===== src/sv/go_back_n_sender_assert.svh =====
// Assertion macros shared by the go-back-n sender.
`ifndef GO_BACK_N_SENDER_ASSERT_SVH
`define GO_BACK_N_SENDER_ASSERT_SVH

// The consequent must hold in the same cycle as the antecedent.
`define GBN_ASSERT_NOW(label, clk, rstn, ante, cons) \
    label: assert property (@(posedge clk) disable iff (!(rstn)) (ante) |-> (cons)) \
        else $error("assertion failed");

// The consequent must hold in the cycle after the antecedent.
`define GBN_ASSERT_NEXT(label, clk, rstn, ante, cons) \
    label: assert property (@(posedge clk) disable iff (!(rstn)) (ante) |=> (cons)) \
        else $error("assertion failed");

`endif


===== src/sv/gbn_pkg.sv =====
// Package with the types, codes and constants of the go-back-n sender.
`timescale 1ns / 1ps

package gbn_pkg;

    localparam int unsigned WINDOW_DEF = 8;
    localparam logic [31:0] NO_ACK_DEF = 32'hFFFF_FFFF;
    localparam int unsigned MAX_SENDS  = 8;
    localparam int unsigned CNT_W      = $clog2(MAX_SENDS);
    localparam int unsigned CFG_IDX_W  = 3;
    localparam int unsigned CFG_DATA_W = 32;

    typedef enum logic [1:0] {
        CMD_TICK  = 2'd0,
        CMD_PUMP  = 2'd1,
        CMD_DGRAM = 2'd2,
        CMD_NONE  = 2'd3
    } cmd_t;

    typedef enum logic [1:0] {
        DG_DATA  = 2'd0,
        DG_ACK   = 2'd1,
        DG_START = 2'd2,
        DG_END   = 2'd3
    } dgram_t;

    typedef enum logic [1:0] {
        SK_NONE  = 2'd0,
        SK_START = 2'd1,
        SK_DATA  = 2'd2,
        SK_END   = 2'd3
    } send_kind_t;

    typedef enum logic [2:0] {
        PH_START  = 3'd0,
        PH_DATA   = 3'd1,
        PH_END    = 3'd2,
        PH_DONE   = 3'd3,
        PH_FAILED = 3'd4
    } phase_t;

    typedef enum logic [CFG_IDX_W-1:0] {
        CFG_PEER_ADDR   = 3'd0,
        CFG_PEER_PORT   = 3'd1,
        CFG_XFER_ID     = 3'd2,
        CFG_LOCAL_ID    = 3'd3,
        CFG_REMOTE_ID   = 3'd4,
        CFG_FRAG_TOTAL  = 3'd5,
        CFG_TIMEOUT     = 3'd6,
        CFG_RETRY_LIMIT = 3'd7
    } cfg_index_t;

    typedef struct packed {
        logic load_item;
        logic do_tick;
        logic do_ack;
        logic do_timeout;
        logic data_close;
        logic clr_cnt;
        logic emit_none;
        logic emit_ctrl;
        logic emit_data;
    } gbn_cmd_t;

    typedef struct packed {
        cmd_t   item_cmd;
        phase_t phase;
        logic   awaiting;
        logic   first_ok;
        logic   more_ok;
        logic   slot_free;
    } gbn_stat_t;

endpackage


===== src/sv/gbn_ctrl.sv =====
// Controller state machine that sequences each input word of the sender.
`timescale 1ns / 1ps

module gbn_ctrl (
    input  logic                aclk,
    input  logic                aresetn,
    input  logic                s_valid,
    output logic                s_ready,
    input  gbn_pkg::gbn_stat_t  stat,
    output gbn_pkg::gbn_cmd_t   cmd
);
    import gbn_pkg::*;

    typedef enum logic [6:0] {
        ST_IDLE   = 7'b0000001,
        ST_DECODE = 7'b0000010,
        ST_PLAN   = 7'b0000100,
        ST_CTRL   = 7'b0001000,
        ST_DATA   = 7'b0010000,
        ST_FIN    = 7'b0100000,
        ST_NONE   = 7'b1000000
    } state_t;

    state_t state_reg;
    state_t state_next;

    assign s_ready = (state_reg == ST_IDLE);

    always_comb begin
        state_next = state_reg;
        cmd        = '0;
        case (state_reg)
            ST_IDLE: begin
                if (s_valid) begin
                    cmd.load_item = 1'b1;
                    state_next    = ST_DECODE;
                end
            end
            ST_DECODE: begin
                case (stat.item_cmd)
                    CMD_TICK: begin
                        cmd.do_tick = 1'b1;
                        state_next  = ST_NONE;
                    end
                    CMD_DGRAM: begin
                        cmd.do_ack = 1'b1;
                        state_next = ST_NONE;
                    end
                    CMD_PUMP: begin
                        if (stat.phase == PH_DONE || stat.phase == PH_FAILED) begin
                            state_next = ST_NONE;
                        end else begin
                            cmd.do_timeout = 1'b1;
                            state_next     = ST_PLAN;
                        end
                    end
                    default: begin
                        state_next = ST_NONE;
                    end
                endcase
            end
            ST_PLAN: begin
                if (stat.awaiting) begin
                    state_next = ST_NONE;
                end else begin
                    case (stat.phase)
                        PH_START, PH_END: begin
                            state_next = ST_CTRL;
                        end
                        PH_DATA: begin
                            if (stat.first_ok) begin
                                cmd.clr_cnt = 1'b1;
                                state_next  = ST_DATA;
                            end else begin
                                cmd.data_close = 1'b1;
                                state_next     = ST_NONE;
                            end
                        end
                        default: begin
                            state_next = ST_NONE;
                        end
                    endcase
                end
            end
            ST_CTRL: begin
                if (stat.slot_free) begin
                    cmd.emit_ctrl = 1'b1;
                    state_next    = ST_IDLE;
                end
            end
            ST_DATA: begin
                if (stat.slot_free) begin
                    cmd.emit_data = 1'b1;
                    if (!stat.more_ok) begin
                        state_next = ST_FIN;
                    end
                end
            end
            ST_FIN: begin
                cmd.data_close = 1'b1;
                state_next     = ST_IDLE;
            end
            ST_NONE: begin
                if (stat.slot_free) begin
                    cmd.emit_none = 1'b1;
                    state_next    = ST_IDLE;
                end
            end
            default: begin
                state_next = ST_IDLE;
            end
        endcase
    end

    always_ff @(posedge aclk) begin
        if (!aresetn) begin
            state_reg <= ST_IDLE;
        end else begin
            state_reg <= state_next;
        end
    end

endmodule


===== src/sv/gbn_dp.sv =====
// Datapath with the configuration, transfer state and output register of the sender.
`timescale 1ns / 1ps

module gbn_dp #(
    parameter int unsigned WINDOW = gbn_pkg::WINDOW_DEF,
    parameter logic [31:0] NO_ACK = gbn_pkg::NO_ACK_DEF
) (
    input  logic                              aclk,
    input  logic                              aresetn,
    input  logic                              cfg_wr_en,
    input  logic [gbn_pkg::CFG_IDX_W-1:0]     cfg_addr,
    input  logic [gbn_pkg::CFG_DATA_W-1:0]    cfg_wdata,
    input  logic [1:0]                        s_cmd,
    input  logic [1:0]                        s_dgram_type,
    input  logic [31:0]                       s_ack_num,
    input  logic [31:0]                       s_msg_xfer_id,
    input  logic [15:0]                       s_msg_src_id,
    input  logic [15:0]                       s_msg_dst_id,
    input  logic [31:0]                       s_from_addr,
    input  logic [15:0]                       s_from_port,
    output logic                              m_valid,
    input  logic                              m_ready,
    output logic [1:0]                        m_send_kind,
    output logic [31:0]                       m_send_seq,
    output logic [2:0]                        m_phase_now,
    output logic [7:0]                        m_retry_count,
    output logic                              m_last,
    input  gbn_pkg::gbn_cmd_t                 cmd,
    output gbn_pkg::gbn_stat_t                stat
);
    import gbn_pkg::*;

    logic [31:0] peer_addr_reg;
    logic [15:0] peer_port_reg;
    logic [31:0] xfer_id_reg;
    logic [15:0] local_id_reg;
    logic [15:0] remote_id_reg;
    logic [31:0] frag_total_reg;
    logic [15:0] timeout_reg;
    logic [7:0]  retry_limit_reg;

    cmd_t        item_cmd_reg;
    logic [1:0]  item_type_reg;
    logic [31:0] item_ack_reg;
    logic [31:0] item_xfer_reg;
    logic [15:0] item_src_reg;
    logic [15:0] item_dst_reg;
    logic [31:0] item_addr_reg;
    logic [15:0] item_port_reg;

    phase_t           phase_reg, phase_next;
    logic [31:0]      base_reg, base_next;
    logic [31:0]      next_seq_reg, next_seq_next;
    logic [7:0]       retries_reg, retries_next;
    logic             awaiting_reg, awaiting_next;
    logic [15:0]      elapsed_reg, elapsed_next;
    logic [CNT_W-1:0] cnt_reg, cnt_next;
    logic             m_valid_reg, m_valid_next;

    logic [1:0]  m_kind_reg;
    logic [31:0] m_seq_reg;
    logic [2:0]  m_phase_reg;
    logic [7:0]  m_retry_reg;
    logic        m_last_reg;

    logic [32:0] lim;
    logic [32:0] seq_p1;
    logic [32:0] total_ext;
    logic [32:0] seq_ext;
    logic        first_ok;
    logic        more_ok;
    logic        ack_match;
    logic        ack_in_win;
    logic [31:0] ack_p1;
    logic        timeout_hit;
    logic [8:0]  retries_p1;
    logic        slot_free;
    logic        emit_any;

    assign lim       = {1'b0, base_reg} + 33'(WINDOW);
    assign total_ext = {1'b0, frag_total_reg};
    assign seq_ext   = {1'b0, next_seq_reg};
    assign seq_p1    = seq_ext + 33'd1;
    assign first_ok  = (seq_ext < total_ext) && (seq_ext < lim);
    assign more_ok   = (seq_p1 < total_ext) && (seq_p1 < lim)
                       && (cnt_reg != CNT_W'(MAX_SENDS - 1));

    assign ack_match = (item_addr_reg == peer_addr_reg) && (item_port_reg == peer_port_reg)
                       && (dgram_t'(item_type_reg) == DG_ACK)
                       && (item_xfer_reg == xfer_id_reg)
                       && (item_src_reg == remote_id_reg) && (item_dst_reg == local_id_reg);
    assign ack_in_win = (item_ack_reg >= base_reg) && (item_ack_reg < frag_total_reg);
    assign ack_p1     = item_ack_reg + 32'd1;

    assign timeout_hit = awaiting_reg && (elapsed_reg >= timeout_reg);
    assign retries_p1  = {1'b0, retries_reg} + 9'd1;

    assign slot_free = !m_valid_reg || m_ready;
    assign emit_any  = cmd.emit_none || cmd.emit_ctrl || cmd.emit_data;

    always_comb begin
        stat.item_cmd  = item_cmd_reg;
        stat.phase     = phase_reg;
        stat.awaiting  = awaiting_reg;
        stat.first_ok  = first_ok;
        stat.more_ok   = more_ok;
        stat.slot_free = slot_free;
    end

    always_comb begin
        phase_next    = phase_reg;
        base_next     = base_reg;
        next_seq_next = next_seq_reg;
        retries_next  = retries_reg;
        awaiting_next = awaiting_reg;
        elapsed_next  = elapsed_reg;
        cnt_next      = cnt_reg;
        m_valid_next  = m_valid_reg;

        if (cmd.do_tick && elapsed_reg != 16'hFFFF) begin
            elapsed_next = elapsed_reg + 16'd1;
        end

        if (cmd.do_ack && ack_match) begin
            case (phase_reg)
                PH_START: begin
                    if (item_ack_reg == NO_ACK) begin
                        phase_next    = PH_DATA;
                        awaiting_next = 1'b0;
                        retries_next  = '0;
                    end
                end
                PH_DATA: begin
                    if (item_ack_reg == NO_ACK) begin
                        base_next     = '0;
                        next_seq_next = '0;
                        awaiting_next = 1'b0;
                    end else if (ack_in_win) begin
                        base_next    = ack_p1;
                        retries_next = '0;
                        if (ack_p1 == frag_total_reg) begin
                            phase_next    = PH_END;
                            awaiting_next = 1'b0;
                        end else if (ack_p1 == next_seq_reg) begin
                            awaiting_next = 1'b0;
                        end else begin
                            elapsed_next = '0;
                        end
                    end
                end
                PH_END: begin
                    if (item_ack_reg == frag_total_reg) begin
                        phase_next    = PH_DONE;
                        awaiting_next = 1'b0;
                        retries_next  = '0;
                    end
                end
                default: begin
                end
            endcase
        end

        if (cmd.do_timeout && timeout_hit) begin
            retries_next = retries_p1[8] ? 8'hFF : retries_p1[7:0];
            if (retries_p1 > {1'b0, retry_limit_reg}) begin
                phase_next = PH_FAILED;
            end else begin
                if (phase_reg == PH_DATA) begin
                    next_seq_next = base_reg;
                end
                awaiting_next = 1'b0;
            end
        end

        if (cmd.data_close) begin
            awaiting_next = (base_reg < next_seq_reg);
            elapsed_next  = '0;
        end

        if (cmd.emit_ctrl) begin
            awaiting_next = 1'b1;
            elapsed_next  = '0;
        end

        if (cmd.clr_cnt) begin
            cnt_next = '0;
        end

        if (cmd.emit_data) begin
            next_seq_next = next_seq_reg + 32'd1;
            cnt_next      = cnt_reg + CNT_W'(1);
        end

        if (emit_any) begin
            m_valid_next = 1'b1;
        end else if (m_ready) begin
            m_valid_next = 1'b0;
        end
    end

    always_ff @(posedge aclk) begin
        if (!aresetn) begin
            peer_addr_reg   <= '0;
            peer_port_reg   <= '0;
            xfer_id_reg     <= '0;
            local_id_reg    <= '0;
            remote_id_reg   <= '0;
            frag_total_reg  <= '0;
            timeout_reg     <= 16'd500;
            retry_limit_reg <= 8'd5;
            phase_reg       <= PH_START;
            base_reg        <= '0;
            next_seq_reg    <= '0;
            retries_reg     <= '0;
            awaiting_reg    <= 1'b0;
            elapsed_reg     <= '0;
            cnt_reg         <= '0;
            m_valid_reg     <= 1'b0;
        end else begin
            if (cfg_wr_en) begin
                case (cfg_index_t'(cfg_addr))
                    CFG_PEER_ADDR:   peer_addr_reg   <= cfg_wdata;
                    CFG_PEER_PORT:   peer_port_reg   <= cfg_wdata[15:0];
                    CFG_XFER_ID:     xfer_id_reg     <= cfg_wdata;
                    CFG_LOCAL_ID:    local_id_reg    <= cfg_wdata[15:0];
                    CFG_REMOTE_ID:   remote_id_reg   <= cfg_wdata[15:0];
                    CFG_FRAG_TOTAL:  frag_total_reg  <= cfg_wdata;
                    CFG_TIMEOUT:     timeout_reg     <= cfg_wdata[15:0];
                    CFG_RETRY_LIMIT: retry_limit_reg <= cfg_wdata[7:0];
                    default: begin
                    end
                endcase
            end
            phase_reg    <= phase_next;
            base_reg     <= base_next;
            next_seq_reg <= next_seq_next;
            retries_reg  <= retries_next;
            awaiting_reg <= awaiting_next;
            elapsed_reg  <= elapsed_next;
            cnt_reg      <= cnt_next;
            m_valid_reg  <= m_valid_next;
        end
    end

    always_ff @(posedge aclk) begin
        if (cmd.load_item) begin
            item_cmd_reg  <= cmd_t'(s_cmd);
            item_type_reg <= s_dgram_type;
            item_ack_reg  <= s_ack_num;
            item_xfer_reg <= s_msg_xfer_id;
            item_src_reg  <= s_msg_src_id;
            item_dst_reg  <= s_msg_dst_id;
            item_addr_reg <= s_from_addr;
            item_port_reg <= s_from_port;
        end
        if (emit_any) begin
            m_phase_reg <= phase_reg;
            m_retry_reg <= retries_reg;
            if (cmd.emit_data) begin
                m_kind_reg <= SK_DATA;
                m_seq_reg  <= next_seq_reg;
                m_last_reg <= !more_ok;
            end else if (cmd.emit_ctrl) begin
                m_kind_reg <= (phase_reg == PH_START) ? SK_START : SK_END;
                m_seq_reg  <= (phase_reg == PH_START) ? 32'd0 : frag_total_reg;
                m_last_reg <= 1'b1;
            end else begin
                m_kind_reg <= SK_NONE;
                m_seq_reg  <= '0;
                m_last_reg <= 1'b1;
            end
        end
    end

    assign m_valid       = m_valid_reg;
    assign m_send_kind   = m_kind_reg;
    assign m_send_seq    = m_seq_reg;
    assign m_phase_now   = m_phase_reg;
    assign m_retry_count = m_retry_reg;
    assign m_last        = m_last_reg;

endmodule


===== src/sv/go_back_n_sender.sv =====
// Top level of the go-back-n sender: controller, datapath and assertions.
// A tick, datagram or non-data pump offers its single word after decode (and plan, for a live pump).
// A data-phase pump offers up to 8 DATA words after planning, one per cycle unless stalled.
// The next input word is taken only once the last word of the item is offered, and after a pump
// that sends DATA words only after the closing state; output stalls add to both.
// Synchronous active-low reset restores the start phase and the configuration reset values.
`timescale 1ns / 1ps
`include "go_back_n_sender_assert.svh"

module go_back_n_sender #(
    parameter int unsigned WINDOW = gbn_pkg::WINDOW_DEF,
    parameter logic [31:0] NO_ACK = gbn_pkg::NO_ACK_DEF
) (
    input  logic                              aclk,
    input  logic                              aresetn,
    input  logic                              cfg_wr_en,
    input  logic [gbn_pkg::CFG_IDX_W-1:0]     cfg_addr,
    input  logic [gbn_pkg::CFG_DATA_W-1:0]    cfg_wdata,
    input  logic                              s_valid,
    output logic                              s_ready,
    input  logic [1:0]                        s_cmd,
    input  logic [1:0]                        s_dgram_type,
    input  logic [31:0]                       s_ack_num,
    input  logic [31:0]                       s_msg_xfer_id,
    input  logic [15:0]                       s_msg_src_id,
    input  logic [15:0]                       s_msg_dst_id,
    input  logic [31:0]                       s_from_addr,
    input  logic [15:0]                       s_from_port,
    output logic                              m_valid,
    input  logic                              m_ready,
    output logic [1:0]                        m_send_kind,
    output logic [31:0]                       m_send_seq,
    output logic [2:0]                        m_phase_now,
    output logic [7:0]                        m_retry_count,
    output logic                              m_last
);
    import gbn_pkg::*;

    gbn_cmd_t  ctrl_cmd;
    gbn_stat_t dp_stat;
    logic      in_fire;
    logic      out_emit;
    logic      out_data_word;

    gbn_ctrl u_ctrl (
        .aclk    (aclk),
        .aresetn (aresetn),
        .s_valid (s_valid),
        .s_ready (s_ready),
        .stat    (dp_stat),
        .cmd     (ctrl_cmd)
    );

    gbn_dp #(
        .WINDOW (WINDOW),
        .NO_ACK (NO_ACK)
    ) u_dp (
        .aclk          (aclk),
        .aresetn       (aresetn),
        .cfg_wr_en     (cfg_wr_en),
        .cfg_addr      (cfg_addr),
        .cfg_wdata     (cfg_wdata),
        .s_cmd         (s_cmd),
        .s_dgram_type  (s_dgram_type),
        .s_ack_num     (s_ack_num),
        .s_msg_xfer_id (s_msg_xfer_id),
        .s_msg_src_id  (s_msg_src_id),
        .s_msg_dst_id  (s_msg_dst_id),
        .s_from_addr   (s_from_addr),
        .s_from_port   (s_from_port),
        .m_valid       (m_valid),
        .m_ready       (m_ready),
        .m_send_kind   (m_send_kind),
        .m_send_seq    (m_send_seq),
        .m_phase_now   (m_phase_now),
        .m_retry_count (m_retry_count),
        .m_last        (m_last),
        .cmd           (ctrl_cmd),
        .stat          (dp_stat)
    );

    assign in_fire       = s_valid && s_ready;
    assign out_emit      = ctrl_cmd.emit_none || ctrl_cmd.emit_ctrl || ctrl_cmd.emit_data;
    assign out_data_word = m_valid && (m_send_kind == SK_DATA);

    // An accepted word is decoded before anything is offered on the output.
    `GBN_ASSERT_NOW(a_no_emit_on_accept, aclk, aresetn, in_fire, !out_emit)
    `GBN_ASSERT_NEXT(a_busy_after_accept, aclk, aresetn, in_fire, !s_ready)
    `GBN_ASSERT_NOW(a_data_in_data_phase, aclk, aresetn, ctrl_cmd.emit_data, dp_stat.phase == PH_DATA)
    `GBN_ASSERT_NOW(a_data_word_phase, aclk, aresetn, out_data_word, m_phase_now == PH_DATA)

endmodule

===== config.mk =====
export PLATFORM = sky130hd
export DESIGN_NAME = go_back_n_sender
export DESIGN_NICKNAME = d
export VERILOG_FILES = /design/src/sv/gbn_pkg.sv /design/src/sv/gbn_ctrl.sv /design/src/sv/gbn_dp.sv /design/src/sv/go_back_n_sender.sv
export VERILOG_INCLUDE_DIRS = /design/src /design/src/sv
export SDC_FILE = /design/constraint.sdc
export NUM_CORES = 1
export LEC_CHECK = 0
export BUFFER_PORTS_ARGS = -buffer_cell sky130_fd_sc_hd__buf_2
export CAP_MARGIN = 15
export CELL_PAD_IN_SITES_DETAIL_PLACEMENT = 0
export CELL_PAD_IN_SITES_GLOBAL_PLACEMENT = 1
export CORE_MARGIN = 4
export CORE_UTILIZATION = 30
export DETAILED_ROUTE_END_ITERATION = 8
export PLACE_DENSITY_LB_ADDON = 0.1
export SLEW_MARGIN = 10
export SYNTH_ARGS = -nofsm -noshare
export SYNTH_HDL_FRONTEND = slang
export SYNTH_SLANG_ARGS = --single-unit
export TNS_END_PERCENT = 5

===== constraint.sdc =====
create_clock -name aclk -period 5.2 [get_ports aclk]
set_input_delay 0 -clock aclk [delete_from_list [all_inputs] [get_ports aclk]]
set_output_delay 0 -clock aclk [all_outputs]
set_load 0.005 [all_outputs]

==> run metrics, run 1 <==
clk_lat worst skew=roughly 0.65 ns; Clk pwr share=44.8%; most frequent cells in the layout=551 x nand2_1, 271 x dfxtp_1, 251 x ha_1; routed vias/inst=5.18; number of buffers added on ports=235; status=finished, final reports clean; layout cell share with drive strength beyond 1=13.5%; worst hold path type=primary input to register; fraction of registers with async set/reset=0%; count of pins over their slew limit=0; wire per inst=24.9 um; peak supply drop=0.000248 V; CTS clk-pin slew, worst paths=0.07 ns; Core ar.=91800 um2; Synthesized Nets=~3500; routed vias=24685; grt ovf=0; Seq/Total Area, Yosys=40.5%; worst-margin pin slew=1.10 ns; clk buf depth=3; Iter 0 DRT Violations=1663; net switching power=2.57 mW; FP Rows=111; worst clock skew=0.0243 ns; first-pass GRT wire length=approximately 170000 um; period utilisation layout=90.8%; post-DP HPWL=90200 um; Post-Syn Instances=3041; crit path max fanout=7; Critical Path RT=roughly 5.7 ns; vias in the first global route=25060; final setup violating endpoints=0; fillers=9315; Sw Share=26.9%; Root Driver=clkbuf_16; drt first pass iters=7; Netlist cell types=83; antenna cells=0; Die X-Extent=312 um; Nets=3915; crit path capture type=register; most common cell after layout, fill and taps aside=nand2_1; Synth Flop Type=dfxtp_1; starting density of the core=~30%; Logic pwr share=a little under an eighth; syn avg cell area=9.14 um2; setup tns final=0 ns; Setup crit start kind=register; initial antenna violation count=2; power density cells=276 nW/um2; Mapped Area=27800 um2; largest net degree at the start of global routing=99; area grow syn2layout=24.8%; # IOs=approximately 240; RSZ-0062 raised after global routing=false; max_cap viols=0; Die Footprint=~98000 um2; flops & latches, synth=~470; number of synthesized flops with an enable pin=194; H-tree Lvls=2; Seq pwr share=43.5%; final wirelength=119000 um; # resized after CTS=0; crit path kind=register to register; Final GP Congestion=0.939; Sink Count=465; Static Leak=13.5 nW; Fmax=212 MHz; TritonCTS Buffers=57; CTS tree=built; remaining antenna violation count=0; GRT Total Usage=23.7%; chip height=~310 um; Final Core Density=37.8%; slew margin rel.=26.9%; drt drc=0; crit path time final=4.72 ns; final hold vios=0; arrival time of the worst setup path=5.25 ns; YS warnings=0; Int Pwr=6.99 mW
[kinds of logic after synthesis]
kind of cell             share of synthesized area, %
AO/OA/AOI/OAI                                    16.2
XOR/XNOR                                         8.36
adder cells (fa/ha/maj)                          11.3
buffers and inverters                            4.13
flip-flops                                       40.5
multiplexers                                    0.185
AND/OR/NAND/NOR                                  19.3
[per-layer routing]
metal | vias up | wire, um | track usage, % | part of all wire, %
met2 | 685 | 56000 | 40.1 | 47
met5 | - | 15 | 0 | 0.013
li1 | 11741 | - | - | -
met3 | 163 | 5570 | 3.07 | 4.7
met4 | 2 | 3890 | 7.23 | 3.3
met1 | 12094 | 53100 | 31.4 | 45
[synthesized netlist by cell type, types with 13 or more instances]
| cell | number | area, um2 |
|---|---|---|
| ha_1 | 251 | 3140 |
| and3_1 | 33 | 206 |
| a21boi_0 | 207 | 1550 |
| a21o_1 | 50 | 375 |
| dfxtp_1 | 271 | 5430 |
| o21ai_0 | 126 | 631 |
| nand4_1 | 84 | 526 |
| xor2_1 | 123 | 1080 |
| and4_1 | 20 | 175 |
| nor4_1 | 54 | 338 |
| inv_1 | 140 | 526 |
| nor3_1 | 46 | 230 |
| nand2_1 | 553 | 2080 |
| clkbuf_1 | 108 | 405 |
| a21oi_1 | 136 | 681 |
| a211oi_1 | 14 | 105 |
| a31oi_1 | 15 | 93.8 |
| nor2_1 | 103 | 387 |
| o211ai_1 | 22 | 165 |
| nand3_1 | 79 | 395 |
| nor2b_1 | 31 | 194 |
| nand2b_1 | 30 | 188 |
| and2_1 | 14 | 87.6 |
| buf_2 | 19 | 95.1 |
| edfxtp_1 | 194 | 5830 |
| xnor2_1 | 132 | 1160 |
| o21a_1 | 13 | 97.6 |
[layout make-up]
type                    count  area, um2  share of cell area [%]
multi-input cells        2287      15500                    44.6
inverters                 144        541                    1.56
flip-flops and latches    465      11300                    32.4
clock buffers              76       1650                    4.77
well taps                1243       1560                    4.48
clock inverters            31        369                    1.06
repair buffers            521       3840                    11.1
[power by group through the flow]
stage	Combinational, mW	Sequential [mW]	Clock [mW]
6_report	1.12	4.16	4.28
5_1_grt	1.22	4.17	4.54
4_1_cts	1.13	4.16	4.42
3_5_place_dp	1.02	4.23	0
3_3_place_gp	1.01	4.24	0
2_1_floorplan	0.595	4.17	0
[worst max-delay path, stage by stage (launching register included)]
cell	delay, ns
dfxtp_1	0.52
inv_1	0.18
nor4_2	0.25
buf_4	0.18
nand4_1	0.23
nor3_1	0.29
buf_4	0.20
and2_1	0.24
nand3_1	0.12
xnor2_1	0.47
ha_1	0.35
a21o_1	0.16
a21oi_1	0.25
a21o_1	0.18
a211o_1	0.10
o2111ai_1	0.16
o21ai_0	0.41
a21oi_1	0.15
and2_1	0.17
[path summary, 6_finish.rpt]
| path | slack [ns] | startpoint | end | cells after the start |
|---|---|---|---|---|
| worst max-delay path | 0.48 | u_dp.next_seq_reg[11] | u_ctrl.state_reg[1] | 18 |
| worst min-delay path | 0.07 | s_ack_num[19] | u_dp.item_ack_reg[19] | 2 |
| worst max register to register | 0.48 | u_dp.next_seq_reg[11] | u_ctrl.state_reg[1] | 18 |
| worst min register to register | 0.47 | u_dp.timeout_reg[11] | u_dp.timeout_reg[11] | 2 |
[timing repair]
action | 4_1_cts | 5_1_grt
endpoints found under the hold margin | 349 | 0
setup buffers | 0 | 0
hold buffers | 189 | 0
[per-stage QoR]
| stage | hold slack, ns | cells | setup WS (ns) | area [um2] | power, mW |
|---|---|---|---|---|---|
| after global routing | 0.0375 | 4767 | 0.230 | 34700 | 9.93 |
| after CTS | 0.0138 | 4767 | 0.517 | 34700 | 9.71 |
| final | 0.0668 | 4767 | 0.479 | 34700 | 9.56 |
| after detailed placement | 0.178 | 4471 | 0.545 | 30800 | 5.25 |
| after floorplan | 0.0989 | 3041 | 0.265 | 27800 | 4.77 |
| after global placement | 0.177 | 4471 | 0.568 | 30800 | 5.25 |
Note: power is estimated with default switching activity, not from simulation.
==> run 2: changes to the inputs <==
--- a/config.mk
+++ b/config.mk
@@ -6,6 +6,7 @@
 export SDC_FILE = /design/constraint.sdc
 export NUM_CORES = 1
 export LEC_CHECK = 0
+export ABC_AREA = 1
 export BUFFER_PORTS_ARGS = -buffer_cell sky130_fd_sc_hd__buf_2
 export CAP_MARGIN = 15
 export CELL_PAD_IN_SITES_DETAIL_PLACEMENT = 0
==> run metrics, run 2 <==
period utilisation layout=90.5% (-0.26 points); drt drc=0 (unchanged); Die Footprint=96800 um2 (-0.79%); arrival time of the worst setup path=5.20 ns (-0.05 ns); multi-input logic area=14700 um2 (-5.3%); grt ovf=0 (unchanged); fraction of registers with async set/reset=0% (unchanged); final hold vios=0 (unchanged); crit path time final=4.71 ns (-0.0135 ns); Critical Path RT=5.70 ns (-0.03 ns); worst-margin pin slew=1.11 ns (+0.0142 ns); TritonCTS Buffers=57 (unchanged); max_cap viols=0 (unchanged); routed vias=25125 (+1.8%); Nets=4361 (+11%); Crit. Startpoint=u_dp.next_seq_reg[1]; Worst Hold Slack=0.0540 ns (-0.0128 ns); Die X-Extent=311 um (-0.40%); Mapped Area=27600 um2 (-0.81%); Worst path most repeated cell=nand3_1; slew margin rel.=25.9% (-0.94 points); number of synthesized flops with an enable pin=194 (unchanged); starting density of the core=30.4% (+0.17 points); setup tns final=0 ns (unchanged); area grow syn2layout=23.8%; YS warnings=0 (unchanged); largest net degree at the start of global routing=127 (+28%); peak supply drop=0.000293 V (+18%); final wirelength=113000 um (-4.9%); layout cell share with drive strength beyond 1=11.6% (-1.8 points); Final GP Congestion=0.947 (+0.86%); drt first pass iters=5 (-2); flops & latches, synth=465 (unchanged); antenna cells=0 (unchanged); CTS clk-pin slew, worst paths=0.06 ns (about the same); initial antenna violation count=2 (unchanged); final setup violating endpoints=0 (unchanged); Synth Flop Type=dfxtp_1; CTS tree=built; GRT Total Usage=22.9% (-0.81 points); crit path max fanout=7 (unchanged); worst clock skew=0.0475 ns (+0.0232 ns); Synthesized Nets=3932 (+13%); post-DP HPWL=86800 um (-3.8%); chip height=311 um (-0.40%); clk_lat worst skew=0.67 ns (+0.02 ns); most common cell after layout, fill and taps aside=nand2_1; Seq/Total Area, Yosys=40.8% (+0.33 points); H-tree Lvls=2 (unchanged); wire per inst=21.9 um (-12%); FP Rows=110 (-0.90%); Setup crit start kind=register; number of buffers added on ports=235 (unchanged); crit path kind=register to register; syn avg cell area=7.89 um2 (-14%); power density cells=304 nW/um2 (+10%); Reg area=11300 um2 (unchanged); most instantiated library cell after synthesis=nand2_1; reg2reg start=u_dp.next_seq_reg[1]; max incr delay on CP=0.51 ns (about the same); slowest CP cell=nor2_1; Root Driver=clkbuf_16; Synth area leaders=edfxtp_1 21%, dfxtp_1 20%, ha_1 11%; cell accounting for the most synthesized area=edfxtp_1; routed vias/inst=4.88 (-5.7%); worst hold path type=primary input to register; vias in the first global route=25399 (+1.4%); # IOs=236 (unchanged); Post-Syn Instances=3493 (+15%); Sink Count=465 (unchanged); fillers=9489 (+1.9%); Static Leak=14.3 nW (+6.0%); crit path capture type=register; Hold Startpoint=s_msg_dst_id[1]; status=finished, final reports clean; most frequent cells in the layout=587 x nand2_1, 489 x nor2_1, 331 x inv_1; Yosys top cell area share=21.1% (+0.17 points); Iter 0 DRT Violations=1757 (+5.7%); Netlist cell types=49 (-41%); Fmax=212 MHz (+0.29%); clk buf depth=3 (unchanged); Core ar.=90600 um2 (-1.4%); RSZ-0062 raised after global routing=false; count of pins over their slew limit=0 (unchanged); first-pass GRT wire length=167000 um (-3.2%); commonest cells in the netlist=587 x nand2_1, 496 x nor2_1, 333 x inv_1, 292 x a21oi_1, 271 x dfxtp_1; remaining antenna violation count=0 (unchanged)
run 2: changes by cell type after synthesis, moves of 49 or more:
cell	change
a21oi_1	+156
inv_1	+193
nor2_1	+393
a21o_1	-49
nand3_1	+157
o21ai_0	+124
xnor2_1	-60
a21boi_0	-205
run 2: timing repair:
action	CTS	global route
gates resized for setup	0	2
hold buffers	187	0
setup buffers	0	0
setup endpoints to repair	0	7
endpoints found under the hold margin	346	0
run 2: cells by family (layout without fill, tap and decap cells):
group	Yosys count	in the layout	synth area share, %
simple gates	1552	1552	24.6
fa+ha+maj	251	251	11.4
compound gates	619	619	11.8
buf+inv	442	919	6.14
xor+xnor	163	163	5.18
flops	465	465	40.8
mux	1	1	0.0363
run 2: stage by stage:
| stage | utilization, % | setup slack [ns] | power, mW | area (um2) | instances |
|---|---|---|---|---|---|
| detailed placement | 33.4 | 0.432 | 5.99 | 30200 | 4852 |
| floorplan | - | 1.51 | 5.26 | 27600 | 3493 |
| global route | 37.7 | 0.0384 | 10.8 | 34100 | 5146 |
| global placement | 33.4 | 0.517 | 6.00 | 30200 | 4852 |
| CTS | 37.7 | 0.385 | 10.5 | 34100 | 5146 |
| finish | 37.7 | 0.493 | 10.4 | 34100 | 5146 |
run 2: power by group:
part           switching, mW  internal (mW)
combinational           1.05          0.561
sequential             0.260           4.14
clock                   1.74           2.61
total                   3.05           7.31
run 2: worst max-delay path, delay by kind of cell, from the launching register on:
family / cells / cell delay, ns
and+or+nand+nor: 16 / 2.47
AOI/OAI and AO/OA: 3 / 0.58
adders and majority gates: 2 / 0.53
buffers and inverters: 3 / 0.28
DFF: 1 / 0.47
xor gates and xnor gates: 1 / 0.20
run 2: routing by layer:
layer,up-vias,wire (um),GRT usage (%)
li1,12665,-,-
met4,0,4030,7.74
met5,-,0,0
met3,158,4840,2.84
met1,11710,52300,31.1
met2,592,51500,37.6
run 2: final timing paths:
kind / to / slack, ns / cells after the start
worst max-delay path: u_ctrl.state_reg[0] / 0.49 / 25
worst min-delay path: u_dp.item_dst_reg[1] / 0.05 / 2
worst max register to register: u_ctrl.state_reg[0] / 0.49 / 25
worst min register to register: u_dp.timeout_reg[14] / 0.46 / 2
run 2: area by class of cell:
| type | instances | share of cell area, % |
|---|---|---|
| multi-input cells | 2586 | 43.0 |
| flip-flops and latches | 465 | 33.0 |
| repair buffers | 465 | 9.97 |
| clock buffers | 75 | 4.68 |
| well taps | 1176 | 4.31 |
| inverters | 347 | 3.82 |
| clock inverters | 32 | 1.27 |
==> run 3: changes to the inputs <==
--- a/config.mk
+++ b/config.mk
@@ -11,7 +11,7 @@
 export CAP_MARGIN = 15
 export CELL_PAD_IN_SITES_DETAIL_PLACEMENT = 0
 export CELL_PAD_IN_SITES_GLOBAL_PLACEMENT = 1
-export CORE_MARGIN = 4
+export CORE_MARGIN = 1
 export CORE_UTILIZATION = 30
 export DETAILED_ROUTE_END_ITERATION = 8
 export PLACE_DENSITY_LB_ADDON = 0.1
==> run metrics, run 3 (synthesis results as in run 2) <==
status=finished, final reports clean; routed vias=25437 (+1.2%); crit path capture type=register; Nets=4366 (+0.11%); FP Rows=110 (unchanged); routing usage on met3=3.25% (+0.41 points); count of pins over their slew limit=0 (unchanged); Static Leak=14.3 nW (+0.24%); setup tns final=0 ns (unchanged); clk_lat worst skew=0.66 ns (about the same); most frequent cells in the layout=587 x nand2_1, 490 x nor2_1, 331 x inv_1; Die X-Extent=305 um (-1.9%); max incr delay on CP=0.49 ns (-0.02 ns); Seq pwr share=42.2% (-0.3 points); worst-margin pin slew=1.01 ns (-0.0991 ns); arrival time of the worst setup path=5.23 ns (+0.03 ns); slowest CP cell=dfxtp_1; Root Driver=clkbuf_16; TritonCTS Buffers=58 (+1.8%); critical-path cell list=nand3_1 > nor2_1 > nand2_1 > nor2_2 > inv_1 > nor2_2 > nand4_1 > nor3_2 > nand3_1 > nor3_2 > inv_1 > nor3_2 > xor2_1 > ha_1 > a21oi_1 > o21ai_0 > a21oi_1 > o21a_1 > nand2_1 > nor2_1 > nand4_1 > nand3_1 > nand2_1 > a21oi_1; # IOs=236 (unchanged); first-pass GRT wire length=164000 um (-1.5%); worst clock skew=0.0329 ns (-0.0146 ns); crit path max fanout=7 (unchanged); initial antenna violation count=9 (+7); max_cap viols=0 (unchanged); starting density of the core=30.4% (unchanged); most common cell after layout, fill and taps aside=nand2_1; Fmax=215 MHz (+1.2%); final setup violating endpoints=0 (unchanged); CTS clk-pin slew, worst paths=0.06 ns (about the same); Final GP Congestion=0.890 (-6.1%); routed vias/inst=4.94 (+1.1%); layout cell share with drive strength beyond 1=11.6% (-0.046 points); drt drc=0 (unchanged); period utilisation layout=89.4% (-1.1 points); fin area=34200 um2 (+0.18%); power density cells=305 nW/um2 (+0.39%); CP top delay family=simple AND/OR/NAND/NOR gates; Clk pwr share=42.3% (+0.3 points); met1 Usage GRT=31.7% (+0.63 points); fillers=9488 (-0.011%); chip height=305 um (-1.9%); antenna cells=0 (unchanged); GRT Total Usage=23.8% (+0.98 points); Iter 0 DRT Violations=1599 (-9.0%); H-tree Lvls=2 (unchanged); final hold vios=0 (unchanged); peak supply drop=0.000268 V (-8.3%); number of buffers added on ports=235 (unchanged); post-DP HPWL=87000 um (+0.26%); RSZ-0062 raised after global routing=false; area grow syn2layout=24.0%; Core ar.=90600 um2 (unchanged); drt first pass iters=5 (unchanged); clk buf depth=3 (unchanged); Critical Path RT=5.78 ns (+0.08 ns); net switching power=3.05 mW (about the same); M2 GR Usage=40.1% (+2.5 points); Setup crit start kind=register; slew margin rel.=32.5% (+6.6 points); Int Pwr=7.37 mW (+0.83%); CTS tree=built; Logic pwr share=15.5% (about the same); final wirelength=113000 um (+0.29%); vias in the first global route=25004 (-1.6%); crit path kind=register to register; Top Usage Layer GRT=met2; remaining antenna violation count=0 (unchanged); flop-to-flop setup slack=0.55 ns (+0.06 ns); placed inst area=30200 um2 (about the same); grt ovf=0 (unchanged); Sink Count=465 (unchanged); CP Buf/Inv Count=2 (-1); worst hold path type=primary input to register; Die Footprint=93100 um2 (-3.8%); largest net degree at the start of global routing=88 (-31%); Sw Share=29.3% (-0.18 points); wire per inst=21.9 um (+0.16%); crit path time final=4.65 ns (-0.0579 ns)
run 3: changes by cell type in the layout (fill, tap and decap cells not counted), moves of 2 or more:
cell        change
clkinvlp_4      -4
clkbuf_1        +9
clkinv_1        -2
clkbuf_8        -2
buf_4           +3
bufinv_16       +2
run 3: power groups by stage:
stage          clock (mW)  combinational (mW)  sequential [mW]
2_1_floorplan           0               0.912             4.35
3_3_place_gp            0                1.52             4.48
3_5_place_dp            0                1.51             4.47
4_1_cts              4.52                1.62             4.40
5_1_grt              4.65                1.79             4.42
6_report             4.41                1.62             4.40
run 3: what timing repair did:
action / 4_1_cts / 5_1_grt
hold buffers: 188 / 0
gates resized for setup: 0 / 2
buffers inserted: 0 / 1
setup endpoints to repair: 0 / 17
hold endpoints to repair: 370 / 0
run 3: final timing paths:
kind | start | end | cells past startpoint
worst max-delay path | u_dp.base_reg[3] | u_ctrl.state_reg[6] | 24
worst min-delay path | s_msg_xfer_id[27] | u_dp.item_xfer_reg[27] | 2
worst max register to register | u_dp.base_reg[3] | u_ctrl.state_reg[6] | 24
worst min register to register | u_dp.timeout_reg[12] | u_dp.timeout_reg[12] | 2
run 3: layer usage:
metal  vias up  wire length [um]  part of all wire, %
met2       629             53000                   47
li1      12705                 -                    -
met4         6              3180                  2.8
met5         -                39                0.035
met3       141              5160                  4.6
met1     11956             51700                   46
run 3: per-stage QoR:
stage / power (mW) / hold WS (ns) / cells / worst slack [ns] / utilization (%)
floorplan: 5.26 / 0.0989 / 3493 / 1.51 / -
CTS: 10.5 / 0.0186 / 5152 / 0.357 / 37.7
finish: 10.4 / 0.0511 / 5153 / 0.550 / 37.7
global placement: 5.99 / 0.177 / 4854 / 0.491 / 33.4
global route: 10.9 / 0.0292 / 5153 / 0.0408 / 37.7
detailed placement: 5.98 / 0.178 / 4854 / 0.347 / 33.4
run 3: cell type report:
type | instances | area (um2) | area share, %
clock buffer | 81 | 1580 | 4.62
clock inverter | 29 | 475 | 1.39
inverter | 347 | 1300 | 3.81
multi-input combinational | 2586 | 14700 | 42.9
sequential | 465 | 11300 | 32.9
tap | 1176 | 1470 | 4.31
timing repair buffer | 469 | 3430 | 10.1
run 3: worst register-to-register path, cell delays in order (launching register included):
cell and delay, ns:
dfxtp_1 0.49, nand3_1 0.18, nor2_1 0.12, nand2_1 0.13
nor2_2 0.15, inv_1 0.07, nor2_2 0.14, nand4_1 0.22
nor3_2 0.24, nand3_1 0.19, nor3_2 0.23, inv_1 0.10
nor3_2 0.13, xor2_1 0.26, ha_1 0.29, a21oi_1 0.15
o21ai_0 0.09, a21oi_1 0.19, o21a_1 0.18, nand2_1 0.05
nor2_1 0.40, nand4_1 0.18, nand3_1 0.22, nand2_1 0.07
a21oi_1 0.13
